--- src/design/lbs_pkg.sv ---
// ----------------------------------------------------------------------------
// lbs_pkg
// Shared types, constants and helpers of the vertex skinning unit.
// ----------------------------------------------------------------------------
package lbs_pkg;

  localparam int MAX_BONES      = 256;
  localparam int INFLUENCES     = 4;
  localparam int WORDS_PER_BONE = 12;
  localparam int PAL_DEPTH      = MAX_BONES * WORDS_PER_BONE;
  localparam int PAL_AW         = $clog2(PAL_DEPTH);
  localparam int DIV_STEPS      = 48;

  localparam logic [1:0]  SLOT_LAST  = 2'(INFLUENCES - 1);
  localparam logic [16:0] WEIGHT_ONE = 17'h10000;

  typedef enum logic [2:0] {
    CMD_LOAD_SKIN   = 3'd0,
    CMD_LOAD_NORMAL = 3'd1,
    CMD_POSITION    = 3'd2,
    CMD_NORMAL      = 3'd3,
    CMD_TANGENT     = 3'd4
  } cmd_t;

  typedef enum logic [1:0] {
    C_IDLE,
    C_BLEND,
    C_NORM,
    C_PUSH
  } core_state_t;

  typedef enum logic [2:0] {
    N_IDLE,
    N_SCALE,
    N_SQUARE,
    N_ROOT,
    N_DIVIDE,
    N_DONE
  } norm_state_t;

  typedef struct packed {
    logic [2:0][31:0] vec;
    logic [3:0][7:0]  bone;
    logic [3:0][16:0] weight;
    logic             trans;
  } blend_req_t;

  function automatic logic signed [31:0] sat32(input logic signed [49:0] v);
    logic signed [31:0] r;
    if (v > 50'sd2147483647) begin
      r = 32'sh7fffffff;
    end else if (v < -50'sd2147483648) begin
      r = 32'sh80000000;
    end else begin
      r = v[31:0];
    end
    return r;
  endfunction

endpackage

--- src/design/lbs_norm.sv ---
// ----------------------------------------------------------------------------
// lbs_norm
// Iterative normalizer: prescale, sum of squares, bit-pair square root,
// then restoring division of each component, one bit per cycle.
// ----------------------------------------------------------------------------
module lbs_norm (
  input  logic             clk,
  input  logic             rst,
  input  logic             start,
  input  logic [2:0][31:0] vin,
  output logic             done,
  output logic [2:0][31:0] vout,
  output logic             degen
);

  lbs_pkg::norm_state_t state, state_next;

  logic [31:0] mag [3];
  logic [2:0]  neg;
  logic [31:0] mx;
  logic [63:0] sq;
  logic [63:0] n;
  logic [63:0] res;
  logic [63:0] bitv;
  logic [31:0] len;
  logic [31:0] rem;
  logic [47:0] dvd;
  logic [1:0]  idx;
  logic [5:0]  cnt;

  logic [31:0] mag_in [3];
  logic [31:0] mx_in;
  logic [63:0] sq_next;
  logic [63:0] rb;
  logic        root_ge;
  logic [63:0] res_nx;
  logic [32:0] remt;
  logic        div_ge;
  logic [47:0] quo;

  always_comb begin
    for (int i = 0; i < 3; i++) begin
      mag_in[i] = vin[i][31] ? (32'd0 - vin[i]) : vin[i];
    end
    mx_in = mag_in[0];
    if (mag_in[1] > mx_in) mx_in = mag_in[1];
    if (mag_in[2] > mx_in) mx_in = mag_in[2];
  end

  assign sq_next = sq + mag[idx] * mag[idx];
  assign rb      = res + bitv;
  assign root_ge = (n >= rb);
  assign res_nx  = root_ge ? ((res >> 1) + bitv) : (res >> 1);
  assign remt    = {rem, dvd[47]};
  assign div_ge  = (remt >= {1'b0, len});
  assign quo     = {dvd[46:0], div_ge};

  always_ff @(posedge clk) begin
    if (rst) begin
      state <= lbs_pkg::N_IDLE;
    end else begin
      state <= state_next;
    end
  end

  always_comb begin
    state_next = state;
    done       = 1'b0;
    unique case (state)
      lbs_pkg::N_IDLE: begin
        if (start) begin
          state_next = (mx_in == 32'd0) ? lbs_pkg::N_DONE : lbs_pkg::N_SCALE;
        end
      end
      lbs_pkg::N_SCALE: begin
        if (mx[31:30] != 2'b00) state_next = lbs_pkg::N_SQUARE;
      end
      lbs_pkg::N_SQUARE: begin
        if (idx == 2'd2) state_next = lbs_pkg::N_ROOT;
      end
      lbs_pkg::N_ROOT: begin
        if (bitv == 64'd1) state_next = lbs_pkg::N_DIVIDE;
      end
      lbs_pkg::N_DIVIDE: begin
        if (cnt == 6'(lbs_pkg::DIV_STEPS - 1) && idx == 2'd2) state_next = lbs_pkg::N_DONE;
      end
      lbs_pkg::N_DONE: begin
        done       = 1'b1;
        state_next = lbs_pkg::N_IDLE;
      end
      default: state_next = lbs_pkg::N_IDLE;
    endcase
  end

  always_ff @(posedge clk) begin
    unique case (state)
      lbs_pkg::N_IDLE: begin
        if (start) begin
          for (int i = 0; i < 3; i++) begin
            mag[i]  <= mag_in[i];
            neg[i]  <= vin[i][31];
            vout[i] <= 32'd0;
          end
          mx    <= mx_in;
          degen <= (mx_in == 32'd0);
          sq    <= 64'd0;
          idx   <= 2'd0;
        end
      end
      lbs_pkg::N_SCALE: begin
        if (mx[31:30] == 2'b00) begin
          mx <= mx << 1;
          for (int i = 0; i < 3; i++) begin
            mag[i] <= mag[i] << 1;
          end
        end
      end
      lbs_pkg::N_SQUARE: begin
        sq  <= sq_next;
        idx <= idx + 2'd1;
        if (idx == 2'd2) begin
          n    <= sq_next;
          res  <= 64'd0;
          bitv <= 64'h4000_0000_0000_0000;
        end
      end
      lbs_pkg::N_ROOT: begin
        if (root_ge) n <= n - rb;
        res  <= res_nx;
        bitv <= bitv >> 2;
        if (bitv == 64'd1) begin
          len <= (res_nx == 64'd0) ? 32'd1 : res_nx[31:0];
          idx <= 2'd0;
          rem <= 32'd0;
          dvd <= {mag[0], 16'h0000};
          cnt <= 6'd0;
        end
      end
      lbs_pkg::N_DIVIDE: begin
        rem <= div_ge ? 32'(remt - {1'b0, len}) : remt[31:0];
        dvd <= quo;
        cnt <= cnt + 6'd1;
        if (cnt == 6'(lbs_pkg::DIV_STEPS - 1)) begin
          vout[idx] <= neg[idx] ? (32'd0 - quo[31:0]) : quo[31:0];
          idx       <= idx + 2'd1;
          rem       <= 32'd0;
          dvd       <= {mag[idx + 2'd1], 16'h0000};
          cnt       <= 6'd0;
        end
      end
      default: begin
      end
    endcase
  end

endmodule

--- config.mk ---
export PLATFORM = sky130hd
export DESIGN_NAME = lbs_norm
export DESIGN_NICKNAME = d
export VERILOG_FILES = /design/src/design/lbs_pkg.sv /design/src/design/lbs_norm.sv
export SDC_FILE = /design/constraint.sdc
export NUM_CORES = 2
export LEC_CHECK = 0
export BUFFER_PORTS_ARGS = -buffer_cell sky130_fd_sc_hd__buf_2
export CORE_UTILIZATION = 40
export DETAILED_ROUTE_END_ITERATION = 10
export HOLD_SLACK_MARGIN = 0.1
export PLACE_DENSITY_LB_ADDON = 0.3
export SYNTH_ARGS = -nofsm -noshare
export SYNTH_HDL_FRONTEND = slang
export SYNTH_SLANG_ARGS = --single-unit
--- constraint.sdc ---
create_clock -name clk -period 12.95 [get_ports clk]
set_clock_uncertainty 0.1 [all_clocks]
set_input_delay 1.295 -clock clk [delete_from_list [all_inputs] [get_ports clk]]
set_output_delay 1.295 -clock clk [all_outputs]
set_load 0.05 [all_outputs]
# Word level (Yosys, flattened, before mapping)

Memory sizes are Yosys's and may differ from the RTL's. A register that Yosys moved wholly into a read port is not among the register bits.
Index checks and enable logic that the tools add are counted.

Bitwise operators: 3
Reduce and logical (&&, ||, !) cells: 23
Multiplexer cells: 59
$add $sub $neg: 11
Multiply operators: 1
$lt $le $gt $ge: 6
Equal/unequal tests: 16

Operator list:

| cell                  | number |
|---|---|
| $pmux 64 s2           | 4 |
| $mux 32               | 15 |
| $mux 64               | 6 |
| $mux 96               | 2 |
| $pmux 96 s2           | 1 |
| $add 64x64->64        | 2 |
| $pmux 32 s2           | 2 |
| $sub 1x32->32 const A | 4 |
| $bwmux 96             | 1 |
| $mux 48               | 2 |
| $pmux 48 s2           | 1 |
| $add 63x64->64        | 1 |
| $demux 32 s2          | 1 |
| $eq 64x1->1 const B   | 1 |
| $ge 64x64->1          | 1 |
| $gt 32x32->1          | 2 |
| $logic_not 64->1      | 1 |
| $mul 32x32->64        | 1 |
| $sub 64x64->64        | 1 |
| $ge 33x32->1          | 1 |
| $logic_not 32->1      | 1 |
| $sub 32x32->32        | 1 |
| $mux 3                | 6 |
| $ne 2x2->1 const B    | 8 |
| 26 further kinds      | 53 |

Output and inout port bits: 98
Memories: 1
Flip-flop bits (word level): 511
Bits of input ports: 99
Word-level logic and storage cells: 136
Bits in writable memories: 96

Memory list:

| memory | depth | width | read ports | clocked after Yosys merged registers in | write ports | line           | RTL |
|---|---|---|---|---|---|---|---|
| mag    | 3     | 32    | 5          | 1                                       | 3           | lbs_norm.sv:18 | `logic [31:0] mag [3];` |

# Depth between registers and ports, before layout

Word-level depth: 10
Gate-level depth with buffers: 39
Mapped depth without buffers: 36

# Least setup slack after synthesis

OpenSTA, ideal clock, no wires.

Kind: register to register
Start point: reg res[2]
End point: reg n[0] (enable)
Clock period less this slack: 11.118 ns
Stages on the path, launching flop included: 27
Library setup time: 0.583 ns
Setup slack: 1.832 ns
Required time: 12.267 ns
Path buffers: 4
Arrival time: 10.434 ns
Cells stage by stage: edfxtp_1 > ha_1 > a31oi_1 > o21bai_1 > a31oi_1 > o21bai_1 > a221oi_1 > o31ai_1 > a311oi_1 > o21ba_2 > o21bai_1 > a31o_2 > a31oi_1 > o21ai_0 > xnor2_1 > ha_1 > clkbuf_1 > a21o_1 > a21oi_1 > or3_1 > a31oi_1 > and4b_1 > a21o_1 > clkbuf_1 > clkbuf_1 > buf_1 > a21boi_0

Word-level cells in the longest chain between the ends: 4

RTL lines:

| what                              | line            | RTL |
|---|---|---|
| start, declared                   | lbs_norm.sv:23  | `logic [63:0] res;` |
| start signal, assigned            | lbs_norm.sv:129 | `res <= res_nx;` |
| $add 64x64->64                    | lbs_norm.sv:51  | `assign rb = res + bitv;` |
| $ge 64x64->1                      | lbs_norm.sv:52  | `assign root_ge = (n >= rb);` |
| $ne 2x2->1 (no source line)       | n/a             |  |
| $reduce_and 3->1 (no source line) | n/a             |  |
| end signal, assigned              | lbs_norm.sv:122 | `n <= sq_next;` |
| end signal, assigned              | lbs_norm.sv:128 | `if (root_ge) n <= n - rb;` |
| end, declared                     | lbs_norm.sv:22  | `logic [63:0] n;` |

No other way between the ends.
A chain may end at the register's enable or synchronous reset.

==> impl_results.md <==
- Gate Count Post-Synth: 7389
- Initial antenna violation count: 7
- Clock tree buffer depth: 3
- CP required: 13250 ps
- Register-to-register setup slack: 1790 ps
- Fin Setup TNS: 0 ps
- Area of the multi-input gates: 46000 um^2
- Final setup fails: 0
- CP startpoint kind: register
- Synth area leaders: fa_1 (25%), edfxtp_1 (25%), ha_1 (8.7%)
- Cell taking the most area after synthesis: fa_1
- Vias: 53530
- CP arrival: 11460 ps
- Yosys cell types: 87
- First-pass GRT wire length: 326300 um
- Post-route ant nets: 0
- Register area share after synthesis: 25.14%
- Total track usage: 24.37%
- Initial Util: 40.42%
- Largest net degree at the start of global routing: 110
- Grt total ovfl: 0
- Number of global-route vias before repair: 54490
- Layout cells sized above 1: 6.716%
- CTS Hold Bufs: 0
- Final layout net count: 8902
- Post-synth EDFFs: 572
- FMAX: 0.08958 GHz
- Post_cts resized: 0
- I/O pins: 197
- Reg2reg end: n[62]
- Crit path kind: reg -> reg
- Drc violations: 0
- Area grow syn2layout: 8.480%
- CTS tree: done
- # fillers: 16470
- Routed len/inst: 21.65 um
- Hold crit path type: reg -> reg
- Cell Area, Synth: 68720 um^2
- Row count: 151
- Total CTS buffers: 69
- # H-tree levels: 3
- Worst-Margin Slew: 1134 ps
- R2r worst-path depth: 33
- Post-CTS setup buffers: 0
- Die height: 416.5 um
- Main combinational cell family by area after synthesis: adder cells
- Final GP Congestion: 0.9615
- WHS Path Cells: 2
- Die area: 173500 um^2
- Synth Area in XOR/XNOR: 5.070%
- Final Cycle Share: 86.20%
- Width of the die: 416.5 um
- Simple-Gate Fraction of Synth Area: 13.43%
- Final hold vios: 0
- Critical Path Max Stage Delay: 720 ps
- CP endpoint kind: register
- Adder-cell share of the synthesized area: 34.17%
- Worst Hold Endpoint: mx[4]
- Synth Area per Inst: 9.301 um^2
- DP Wirelength: 163800 um
- Min Clock Period, post-route: 11160 ps
- Critical path fanouts, max: 17
- CTS root buf: clkbuf_16
- Syn nets: 8840
- Synth warn: 0
- Hold path start: mx[3]
- Status: finished, final reports clean
- Overall routed net length: 210500 um
- Asr flop ratio synth: 0%
- Compound-Gate Fraction of Synth Area: 12.15%
- Post-DR vias/cell: 5.505
- RSZ-0062 raised after global routing: false
- Initial DRT Pass Iterations: 8
- Slew HR: 24.24%
- Clock sink total: 577
- Core Box Area: 170000 um^2
- FF/Latch Area: 17280 um^2
- Worst-Skew Late Latency: 700 ps
- Clock transition at the registers of the reported paths: 60 ps
- Slowest stage cell, crit path: o21a_1
- Port bufs: 196
- Prevailing post-synth register cell: edfxtp_1
- Synth Register Bits: 577
- Post-layout util: 43.84%
- Post-synthesis mux area share: 1.868%
- Slew Viols, Final: 0
- DR iter-0 viols: 4636
- Crit path top cell by count: fa_1
- Max_cap viols: 0
- Synth top area share: 25.49%
## metrics by stage
step	hold WS, ps	setup WS (ps)	cell area, um^2	cells
finish	443.7	1787	74550	9724
global route	469.5	1280	74550	9724
CTS	436.5	1918	74550	9723
detailed placement	418.8	1993	72220	9598
global placement	414.9	2088	72220	9598
floorplan	396.3	1832	68720	7389
## critical path, delay by kind of cell (launching register included)
family / cells / cell delay (ps)
AOI/OAI and AO/OA: 12 / 3490
and+or+nand+nor: 3 / 460
xor gates and xnor gates: 1 / 220
muxes: 1 / 260
buffers and inverters: 7 / 1300
adders and majority gates: 9 / 4380
DFF: 1 / 630
## registers in the layout (all words and copies together), names as in the netlist, named ones only
| signal | cells |
|---|---|
| sq | 64 |
| idx | 2 |
| len | 32 |
| res | 64 |
| bitv | 32 |
| mx | 32 |
| n | 64 |
| mag | 96 |
| state | 3 |
| rem | 32 |
| neg | 3 |
| degen | 1 |
| dvd | 48 |
| cnt | 6 |
| vout | 96 |
## layer usage
layer  vias to the layer above  part of all wire (%)  GRT usage [%]  wire length (um)
met2                      2026                    46          38.93             96890
met4                         2                   3.3          7.309              6881
met5                         -                0.0067              0                14
met3                       353                   8.1          4.781             17050
met1                     26590                    43          33.39             89690
li1                      24560                     -              -                 -
## placed cells by master (no fill, tap or decap), types with 75 or more instances in the layout
cell      instances
edfxtp_1        572
a211oi_1         93
buf_2           196
nand2_1         714
nor2_1          801
fa_1            875
xnor2_1         187
buf_4            98
inv_1          1174
ha_1            474
and2_1           75
a21o_1           88
xor2_1          209
o21ai_0         339
mux2i_1          77
a21oi_1         431
## area by class of cell
type / instances / share of cell area (%)
clock inverters: 46 / 0.7401
clock buffers: 79 / 2.380
repair buffers: 294 / 2.303
well taps: 2218 / 3.722
flip-flops and latches: 577 / 23.18
inverters: 1186 / 5.971
diodes: 1 / 0.003357
multi-input cells: 5323 / 61.70
## how the worst max path moves through the flow
stage / end / slack [ps] / cells past startpoint
floorplan: n[0] / 1830 / 26
global placement: n[62] / 2090 / 33
detailed placement: n[62] / 1990 / 33
CTS: n[62] / 1920 / 33
global route: n[62] / 1280 / 33
finish: n[62] / 1790 / 33
## cells in the mapped netlist (all sizes together), types with 13 or more instances
cell type and n:
nor4 36, o41ai 16, o211ai 17, o21bai 51, nand2 718, xor2 210, or3 42, or4 22
buf 40, mux2i 78, xnor2 187, inv 1177, o21ai 369, mux2 44, a21oi 433, o31ai 43
nand3 60, fa 875, edfxtp 572, and3 69, a31oi 73, clkbuf 263, ha 477, nor2 802
nor3 59, nand4 64, and2 77, a31o 13, nor2b 61, nand2b 30, o21a 63, a211oi 93
a21o 89
## cell families after synthesis
group	after synthesis
AND/OR/NAND/NOR	2085
buffers and inverters	1489
AO/OA/AOI/OAI	1367
adder cells (fa/ha/maj)	1352
flip-flops	577
XOR/XNOR	397
multiplexers	122
Power is left out: the tool's default activity adds up to more than one toggle a clock period on the data nets, which glitch-free logic cannot reach.
